===== config.mk =====
export PLATFORM = sky130hd
export DESIGN_NAME = blram_queue
export DESIGN_NICKNAME = d
export VERILOG_FILES = /design/src/hw/rtl/blram_pkg.sv /design/src/hw/rtl/blram_queue.sv
export SDC_FILE = /design/constraint.sdc
export NUM_CORES = 1
export LEC_CHECK = 0
export BUFFER_PORTS_ARGS = -buffer_cell sky130_fd_sc_hd__buf_2
export CAP_MARGIN = 20
export CORE_ASPECT_RATIO = 0.75
export CORE_MARGIN = 2
export CORE_UTILIZATION = 52
export DETAILED_ROUTE_END_ITERATION = 12
export PLACE_DENSITY = 0.78
export SKIP_CTS_REPAIR_TIMING = 1
export SLEW_MARGIN = 0
export SYNTH_ARGS = -nofsm -noshare
export SYNTH_HDL_FRONTEND = slang
export SYNTH_SLANG_ARGS = --single-unit

===== constraint.sdc =====
create_clock -name clk_i -period 11.18 [get_ports clk_i]
set_input_delay 2.236 -clock clk_i [delete_from_list [all_inputs] [get_ports clk_i]]
set_output_delay 2.236 -clock clk_i [all_outputs]
set_load 0.1 [all_outputs]

===== src/hw/rtl/blram_pkg.sv =====
// Shared constants and types for the bounded little-endian RAM.
// Used by the front end, the queue, the back end and the top level.
package blram_pkg;

  // Memory geometry: bytes are packed eight to a 64-bit word
  localparam int unsigned MEM_BYTES = 65536;
  localparam int unsigned MEM_WORDS = (MEM_BYTES + 7) / 8;
  localparam int unsigned WADDR_W   = (MEM_WORDS > 1) ? $clog2(MEM_WORDS) : 1;
  localparam logic [64:0] MEM_LIMIT = 65'(MEM_BYTES);

  // Word queue between front and back
  localparam int unsigned QDEPTH = 2;
  localparam int unsigned QPTR_W = (QDEPTH > 1) ? $clog2(QDEPTH) : 1;
  localparam int unsigned QCNT_W = $clog2(QDEPTH + 1);

  // Opcodes
  localparam logic OP_LOAD  = 1'b0;
  localparam logic OP_STORE = 1'b1;

  // Fault codes
  localparam logic [1:0] FAULT_NONE  = 2'd0;
  localparam logic [1:0] FAULT_LOAD  = 2'd1;
  localparam logic [1:0] FAULT_STORE = 2'd2;

  // One classified access, as queued for the back end
  typedef struct packed {
    logic               is_store;
    logic               is_fault;
    logic [63:0]        faddr;     // base + offset on fault, else zero
    logic [WADDR_W-1:0] waddr;     // first word
    logic [WADDR_W-1:0] waddr_nxt; // second word of a spanning access
    logic [2:0]         shift;     // byte lane of the first byte
    logic [3:0]         nbytes;    // width, saturated to 8
    logic               spans;     // access crosses a word boundary
    logic [63:0]        wdata;
  } entry_t;

endpackage


===== src/hw/rtl/blram_queue.sv =====
// Short FIFO of classified accesses between front and back end.
// Depends on blram_pkg for the entry type and depth.
module blram_queue (
  input  logic                 clk_i,
  input  logic                 rst_ni,
  input  logic                 push_i,
  input  blram_pkg::entry_t    entry_i,
  output logic                 full_o,
  input  logic                 pop_i,
  output logic                 valid_o,
  output blram_pkg::entry_t    head_o
);

  blram_pkg::entry_t                 slot_q [blram_pkg::QDEPTH];
  logic [blram_pkg::QPTR_W-1:0]      wr_ptr_q, wr_ptr_d;
  logic [blram_pkg::QPTR_W-1:0]      rd_ptr_q, rd_ptr_d;
  logic [blram_pkg::QCNT_W-1:0]      count_q, count_d;

  assign full_o  = (count_q == blram_pkg::QCNT_W'(blram_pkg::QDEPTH));
  assign valid_o = (count_q != '0);
  assign head_o  = slot_q[rd_ptr_q];

  // Pointer and fill count update
  always_comb begin
    wr_ptr_d = wr_ptr_q;
    rd_ptr_d = rd_ptr_q;
    count_d  = count_q;
    if (push_i) begin
      wr_ptr_d = (wr_ptr_q == blram_pkg::QPTR_W'(blram_pkg::QDEPTH - 1)) ?
                 '0 : wr_ptr_q + blram_pkg::QPTR_W'(1);
    end
    if (pop_i) begin
      rd_ptr_d = (rd_ptr_q == blram_pkg::QPTR_W'(blram_pkg::QDEPTH - 1)) ?
                 '0 : rd_ptr_q + blram_pkg::QPTR_W'(1);
    end
    if (push_i && !pop_i) begin
      count_d = count_q + blram_pkg::QCNT_W'(1);
    end else if (pop_i && !push_i) begin
      count_d = count_q - blram_pkg::QCNT_W'(1);
    end
  end

  always_ff @(posedge clk_i or negedge rst_ni) begin
    if (!rst_ni) begin
      wr_ptr_q <= '0;
      rd_ptr_q <= '0;
      count_q  <= '0;
    end else begin
      wr_ptr_q <= wr_ptr_d;
      rd_ptr_q <= rd_ptr_d;
      count_q  <= count_d;
    end
  end

  // Entry storage
  always_ff @(posedge clk_i) begin
    if (push_i) begin
      slot_q[wr_ptr_q] <= entry_i;
    end
  end

endmodule


==> key figures <==
Clocking
  – Clock tree buffer depth: 3
  – Register clock-pin slew on the reported worst setup and hold paths: 0.06 ns
  – CTS sink count: 332
  – CTS Buf Count: 30
  – CTS H-tree depth: 1
  – Root Driver: clkbuf_16
  – Clk Latency, worst-skew pair: 0.55 ns
  – CTS tree: built

Timing
  – Final TNS setup: 0 ns
  – Final setup viols: 0
  – Setup Skew: 0.0183 ns
  – Fmax: 0.195 GHz
  – Fin crit period: 5.13 ns
  – Slew at the pin closest to its max-slew limit: 1.04 ns
  – Final period util: 45.9%
  – Hold_ws: 0.519 ns
  – Fin worst setup slack: 6.05 ns
  – Worst slew margin: 30.5%
  – Max-slew violation count: 0
  – Hold Fails Final Rpt: 0
  – RSZ-0062 raised after global routing: no

Worst setup path
  – R2R cell count: 2
  – Required @ worst endpoint: 8.94 ns
  – Cells along the critical path: buf_4, mux2_2, buf_2
  – Reg2reg start: wr_ptr_q$_DFFE_PN0P_
  – Flop2flop setup slack: 9.06 ns
  – Crit-path slowest cell: dfrtp_4
  – Crit Path Class: reg -> out
  – Maximum single-stage delay on the critical path: 0.77 ns
  – Worst R2R End: slot_q[0][85]$_DFFE_PP_
  – Max FO, Critical Path: 65
  – Worst EP arrival: 2.89 ns
  – Crit path max-delay family: buffers and inverters
  – Crit path launch type: flip-flop
  – Worst setup path start: rd_ptr_q$_DFFE_PN0P_
  – WP buf/inv: 2
  – CP endpoint kind: output pin

Cells and area
  – Layout cell share with drive strength beyond 1: 60.8%
  – Most frequent cells in the layout: buf_2 (333), edfxtp_1 (328), mux2_2 (164), clkbuf_16 (31), clkinv_1 (11)
  – Filler cell count: 1590
  – Commonest non-fill, non-tap cell in the layout: buf_2
  – Area grow syn2layout: 23.7%
  – Nets: 1048

Detailed routing
  – Drt total wl: 23600 um
  – DRC Markers: 0
  – Total number of vias: 6117
  – Routed len/inst: 19.6 um
  – Antenna viol nets, final: 0
  – Via-to-Cell Ratio: 5.08
  – 1st-iter DRT viols: 393
  – First-pass iteration count of the detailed router: 5

Worst hold path
  – Hold Crit Class: reg -> reg
  – Hold path startpoint: count_q[1]$_DFFE_PN0P_
  – Hold Path Sink: count_q[1]$_DFFE_PN0P_
  – Hold path depth: 1

Floorplan
  – Top Ports: 334
  – Die width: 180 um
  – Die span in y: 136 um
  – Initial core utilization: 52.8%
  – FP Rows: 48
  – Core area: 22900 sq um
  – Die ar.: 24500 sq um

Global routing
  – All-Layer GR Usage: 18.3%
  – Largest net degree at the start of global routing: 78
  – Total gr overflow: 0
  – Vias in the first global route: 6353
  – Initial antenna violation count: 5
  – First-pass GRT wire length: 34600 um

Run
  – Max Cap Violations: 0

Logic synthesis
  – Register area share after synthesis: 82.4%
  – Flop and latch count out of synthesis: 332
  – Syn avg cell area: 23.0 sq um
  – Post-synth net total: 695
  – Mapped Cells: 526
  – Mapped Area: 12100 sq um
  – Synth warn: 0
  – Distinct cells, synth: 13

Place
  – Place WS: 6.59 ns
  – Gpl congestion: 0.767
  – Port buffer count: 333
  – Dpl hpwl: 15700 um

Status
  – Status: finished, final reports clean
## through the flow
step / util (%) / instance area (sq um) / cells
4_1_cts: 65.3 / 14900 / 1202
2_1_floorplan: - / 12100 / 526
3_3_place_gp: 61.1 / 14000 / 1147
3_5_place_dp: 61.1 / 14000 / 1147
6_report: 65.3 / 14900 / 1204
5_1_grt: 65.3 / 14900 / 1202
## worst max path at each step
stage,to,slack (ns),cells past startpoint
floorplan,slot_q[0][0]$_DFFE_PP_,1.15,1
global placement,head_o[36],6.58,3
detailed placement,head_o[36],6.59,3
CTS,head_o[36],6.00,3
global route,head_o[76],5.90,3
finish,head_o[83],6.05,3
## flip-flops by register name (all words and copies together) (netlist names)
register and cells:
slot_q 328, wr_ptr_q 1, count_q 2, rd_ptr_q 1
## area by class of cell
class	count	area (sq um)	area share (%)
Tap cell	300	375	2.51
Inverter	1	3.75	0.0251
Sequential cell	332	9950	66.6
Timing Repair Buffer	339	1710	11.5
Antenna cell	2	5.00	0.0335
Clock buffer	34	787	5.27
Multi-Input combinational cell	175	1940	13.0
Clock inverter	21	169	1.13
## logic make-up after synthesis
| group | share of synthesized area [%] |
|---|---|
| muxes | 15.3 |
| adders and majority gates | 0.104 |
| buffers and inverters | 1.66 |
| and+or+nand+nor | 0.238 |
| xor gates and xnor gates | 0.362 |
| DFF | 82.4 |
## worst reg2reg max path, stage by stage (launching register included)
cell	delay, ns
dfrtp_1	0.43
nor2b_4	0.40
buf_4	0.84
## synth_stat cells (all sizes together)
cell type    n  area, sq um
edfxtp     328         9850
mux2       164         1850
buf         18          196
dfrtp        4          100
xor2         4         35.0
nor2b        2         12.5
and2         1         6.26
ha           1         12.5
inv          1         3.75
nor2         1         3.75
or2          1         6.26
xnor2        1         8.76
## routing by layer
metal | vias to the layer above | wire (um) | GRT usage (%)
li1 | 2809 | - | -
met1 | 2995 | 9110 | 22.6
met2 | 252 | 11500 | 30.6
met3 | 53 | 2380 | 6.94
met4 | 8 | 587 | 4.97
met5 | - | 46 | 0
Power is not shown: default switching activity piles up to over one toggle a cycle in this logic, so the estimate is an artifact.
