==> src/hw/rtl/blram_pkg.sv <==
// Shared constants and types for the bounded little-endian RAM.
// Used by the front end, the queue, the back end and the top level.
package blram_pkg;

  // Memory geometry: bytes are packed eight to a 64-bit word
  localparam int unsigned MEM_BYTES = 65536;
  localparam int unsigned MEM_WORDS = (MEM_BYTES + 7) / 8;
  localparam int unsigned WADDR_W   = (MEM_WORDS > 1) ? $clog2(MEM_WORDS) : 1;
  localparam logic [64:0] MEM_LIMIT = 65'(MEM_BYTES);

  // Word queue between front and back
  localparam int unsigned QDEPTH = 2;
  localparam int unsigned QPTR_W = (QDEPTH > 1) ? $clog2(QDEPTH) : 1;
  localparam int unsigned QCNT_W = $clog2(QDEPTH + 1);

  // Opcodes
  localparam logic OP_LOAD  = 1'b0;
  localparam logic OP_STORE = 1'b1;

  // Fault codes
  localparam logic [1:0] FAULT_NONE  = 2'd0;
  localparam logic [1:0] FAULT_LOAD  = 2'd1;
  localparam logic [1:0] FAULT_STORE = 2'd2;

  // One classified access, as queued for the back end
  typedef struct packed {
    logic               is_store;
    logic               is_fault;
    logic [63:0]        faddr;     // base + offset on fault, else zero
    logic [WADDR_W-1:0] waddr;     // first word
    logic [WADDR_W-1:0] waddr_nxt; // second word of a spanning access
    logic [2:0]         shift;     // byte lane of the first byte
    logic [3:0]         nbytes;    // width, saturated to 8
    logic               spans;     // access crosses a word boundary
    logic [63:0]        wdata;
  } entry_t;

endpackage

==> src/hw/rtl/blram_front.sv <==
// Front end: accepts access words, holds base_address, range-checks and
// classifies each access into a queue entry. Depends on blram_pkg.
module blram_front (
  input  logic                 clk_i,
  input  logic                 rst_ni,
  input  logic                 cfg_we_i,
  input  logic [63:0]          cfg_wdata_i,
  input  logic                 in_valid_i,
  output logic                 in_ready_o,
  input  logic                 opcode_i,
  input  logic [63:0]          offset_i,
  input  logic [3:0]           access_bytes_i,
  input  logic [63:0]          write_data_i,
  input  logic                 q_full_i,
  input  logic                 clr_busy_i,
  output logic                 push_o,
  output blram_pkg::entry_t    entry_o
);

  logic [63:0] base_q;
  logic [3:0]  nbytes;
  logic [64:0] end_sum;
  logic [3:0]  lane_end;
  logic        fits;

  // Base address register
  always_ff @(posedge clk_i or negedge rst_ni) begin
    if (!rst_ni) begin
      base_q <= 64'h0000_0000_8000_0000;
    end else if (cfg_we_i) begin
      base_q <= cfg_wdata_i;
    end
  end

  // Widths above eight act as eight
  assign nbytes   = (access_bytes_i > 4'd8) ? 4'd8 : access_bytes_i;
  assign end_sum  = {1'b0, offset_i} + 65'(nbytes);
  assign fits     = (offset_i < 64'(blram_pkg::MEM_BYTES)) &&
                    (end_sum <= blram_pkg::MEM_LIMIT);
  assign lane_end = {1'b0, offset_i[2:0]} + nbytes;

  // No words are taken while the memory is being cleared
  assign in_ready_o = !q_full_i && !clr_busy_i;
  assign push_o     = in_valid_i && in_ready_o;

  // Classification
  always_comb begin
    entry_o.is_store  = (opcode_i == blram_pkg::OP_STORE);
    entry_o.is_fault  = !fits;
    entry_o.faddr     = fits ? 64'd0 : (base_q + offset_i);
    entry_o.waddr     = offset_i[3 +: blram_pkg::WADDR_W];
    entry_o.waddr_nxt = offset_i[3 +: blram_pkg::WADDR_W] + blram_pkg::WADDR_W'(1);
    entry_o.shift     = offset_i[2:0];
    entry_o.nbytes    = nbytes;
    entry_o.spans     = (lane_end > 4'd8);
    entry_o.wdata     = write_data_i;
  end

endmodule

==> config.mk <==
export PLATFORM = sky130hd
export DESIGN_NAME = blram_front
export DESIGN_NICKNAME = d
export VERILOG_FILES = /design/src/hw/rtl/blram_pkg.sv /design/src/hw/rtl/blram_front.sv
export SDC_FILE = /design/constraint.sdc
export NUM_CORES = 1
export LEC_CHECK = 0
export ABC_AREA = 1
export BUFFER_PORTS_ARGS = -buffer_cell sky130_fd_sc_hd__buf_4
export CORE_MARGIN = 1
export CORE_UTILIZATION = 30
export CTS_CLUSTER_SIZE = 40
export DETAILED_ROUTE_END_ITERATION = 16
export PLACE_DENSITY_LB_ADDON = 0.3
export SYNTH_ARGS = -nofsm -noshare
export SYNTH_HDL_FRONTEND = slang
export SYNTH_SLANG_ARGS = --single-unit
==> constraint.sdc <==
create_clock -name clk_i -period 4.7 [get_ports clk_i]
set_input_delay 0.235 -clock clk_i [delete_from_list [all_inputs] [get_ports clk_i]]
set_output_delay 0.235 -clock clk_i [all_outputs]
set_load 0.02 [all_outputs]
==> impl_metrics.yaml <==
status:
  status: "complete, but fails checks"
  violations: "negative hold slack"
route:
  vias: 9873
  wl_per_cell_um: 20.1
  firstDrtPassIters: 5
  vias_per_cell: 5.00
  ant_nets: 0
  drt_iter0_drc: 595
  wirelength_um: 39600
  drcViolationCount: 0
timing:
  fin_setup_tns_ns: 0
  fin_crit_ns: 3.45
  rsz0062_at_grt: "false"
  max_freq_mhz: 290
  hold_violations: 12
  max_slew.worst_pin.slew_ns: 0.891
  hold_ws_ns: -0.00852
  slew_violations: 0
  clock-skew-final_ns: 0
  slew_headroom: 0.406
  post-route-period-util: 0.734
  setup_viol: 0
finish:
  final_common_cell: "nand2_1"
  layoutNonFillerInstCount: 1974
  top_register: "base_q"
  final_core_utilization: 0.371
  nets: 1852
  diodes: 0
  layout-drive-gt1-share: 0.213
  areaGrowthSynthToFinish_pct: 20.9
  largest_register_ffs: 64
  most-common-layout-cells: "nand2_1 (285), buf_4 (241), nor2_1 (239)"
  top_regs: "base_q: 64 flops"
floorplanning:
  core-area_um2: 29900
  die_y_um: 177
  initial_core_util: 0.307
  num_io_pins: 369
  die_x_um: 177
  fp-row-count: 63
  die-area_um2: 31300
place:
  place_congestion: 0.936
  dpl.hpwl_um: 34600
  dp_cells: 1958
  port_buffers: 238
cts:
  cts_htree_levels: 3
  cts_made_buffers: 9
  postCtsSetupRepairBufs: 0
  cts_resized: 0
  cts_sinks: 64
  clk_path_buf_depth: 2
  clkTransAtPathRegs_ns: 0.06
  cts_tree: "yes"
  hold_buffers: 0
  root_buffer: "clkbuf_16"
  clock_latency_ns: 0.36
logic_synthesis:
  synth_ff_type: "dfrtp_1"
  syn_avg_cell_area_um2: 6.44
  yosysSeqAreaShare: 0.175
  synth_seq_cells: 64
  ys_types: 42
  synthArstFlopShare: 1.00
  ys_warn_count: 0
  synth_cells: 1423
  synth_edf_count: 0
  syn_nets: 1696
  syn_area_um2: 9170
global_routing:
  grt_most_used_layer: "met2"
  grt.overflow.total: 0
  grt_use_met2: 0.447
  grtUsageTotal: 0.252
  grt_pass1_wl_um: 58100
  grtUsageMet3: 0.0522
  met1_usage: 0.305
  antenna_found_initial: 1
  grt_max_degree: 65
  grt_pass1_vias: 9779
worst_setup_path:
  arrival_ns: 3.21
  cp_slowest_stage_delay_ns: 0.38
  r2r_slack_ns: 3.90
  critPathSlowestCell: "dfrtp_1"
  worst-path-max-fanout: 4
  r2r-start: "base_q[6]"
  endpoint_kind: "output port"
  crit_type: "reg2out"
  r2r-end: "base_q[6]"
  path_common_cell: "nand2_1"
  critPathLaunchType: "flip-flop"
  crit_chain: "ha_1 -> a21oi_1 -> o21ai_0 -> a21oi_1 -> nand3_1 -> nand2_1 -> nand2_1 -> nand3_1 -> nand2_1 -> nand2_1 -> nand2_1 -> nor2_1 -> buf_4"
  r2r_cells: 1
  required_ns: 4.47
power:
  power_mw: 3.32
  p_leak_nw: 5.09
  p_per_area_nw_per_um2: 299
  irDropWorstVdd_mv: 0.174
run:
  maxCapViolations: 0
worst_hold_path:
  holdCritPathClass: "in2async"
[synthesized netlist by cell type (all sizes together), types with 18 or more instances]
cell	count	area, µm²
ha	68	851
dfrtp	63	1580
nor3	19	100
buf	88	681
nand4	42	263
mux2	64	721
a21oi	96	480
xnor2	40	350
nor2	243	925
inv	167	627
o21ai	70	350
nor4	18	113
nand3	68	340
nand2	289	1090
xor2	26	228
[report_power, final]
part / leakage, nW / switching, mW / internal, mW
clock network: 0.159 / 0.273 / 0.468
logic: 4.18 / 1.19 / 0.742
registers: 0.747 / 0.0361 / 0.608
total: 5.09 / 1.50 / 1.82
[cell type report]
| type | count | area, µm² |
|---|---|---|
| clock inverters | 2 | 35.0 |
| well taps | 390 | 488 |
| fillers | 3343 | 18800 |
| flip-flops and latches | 64 | 1600 |
| repair buffers | 241 | 1810 |
| clock buffers | 14 | 284 |
| multi-input cells | 1096 | 6230 |
| inverters | 167 | 627 |
[layer usage]
metal	up-vias	wire (µm)	share of wire
li1	4932	-	-
met1	4581	16600	0.42
met2	320	19500	0.49
met3	40	2670	0.067
met4	0	829	0.021
met5	-	0	0
[worst max path at each step]
stage | start | endpoint | slack [ns] | depth (start not counted)
global placement | access_bytes_i[0] | entry_o[156] | 1.43 | 19
CTS | base_q[0] | entry_o[156] | 1.25 | 16
floorplan | access_bytes_i[0] | entry_o[152] | 1.78 | 17
global route | base_q[29] | entry_o[160] | 0.96 | 16
finish | base_q[22] | entry_o[161] | 1.25 | 13
detailed placement | access_bytes_i[0] | entry_o[132] | 1.37 | 19
[per-stage QoR]
step / worst slack, ns / cell area (µm²)
after floorplan: 1.78 / 9170
after global placement: 1.43 / 10800
after detailed placement: 1.37 / 10800
after CTS: 1.25 / 11100
after global routing: 0.957 / 11100
final: 1.25 / 11100
[worst max-delay path, delay by kind of cell (launching register included)]
kind	cells	cell delay [ns]
AND/OR/NAND/NOR	8	1.21
AO/OA/AOI/OAI	3	0.75
flip-flops	1	0.38
adder cells (fa/ha/maj)	1	0.34
buffers and inverters	1	0.15
[kinds of logic (layout without fill, tap and decap cells)]
| family | count (synthesis) | count (layout) | share of synthesized area |
|---|---|---|---|
| adders and majority gates | 70 | 70 | 0.0972 |
| buffers and inverters | 263 | 424 | 0.146 |
| muxes | 64 | 64 | 0.0786 |
| and+or+nand+nor | 694 | 694 | 0.321 |
| AOI/OAI and AO/OA | 202 | 202 | 0.120 |
| DFF | 64 | 64 | 0.175 |
| xor gates and xnor gates | 66 | 66 | 0.0631 |
(Power assumes the default switching activity.)
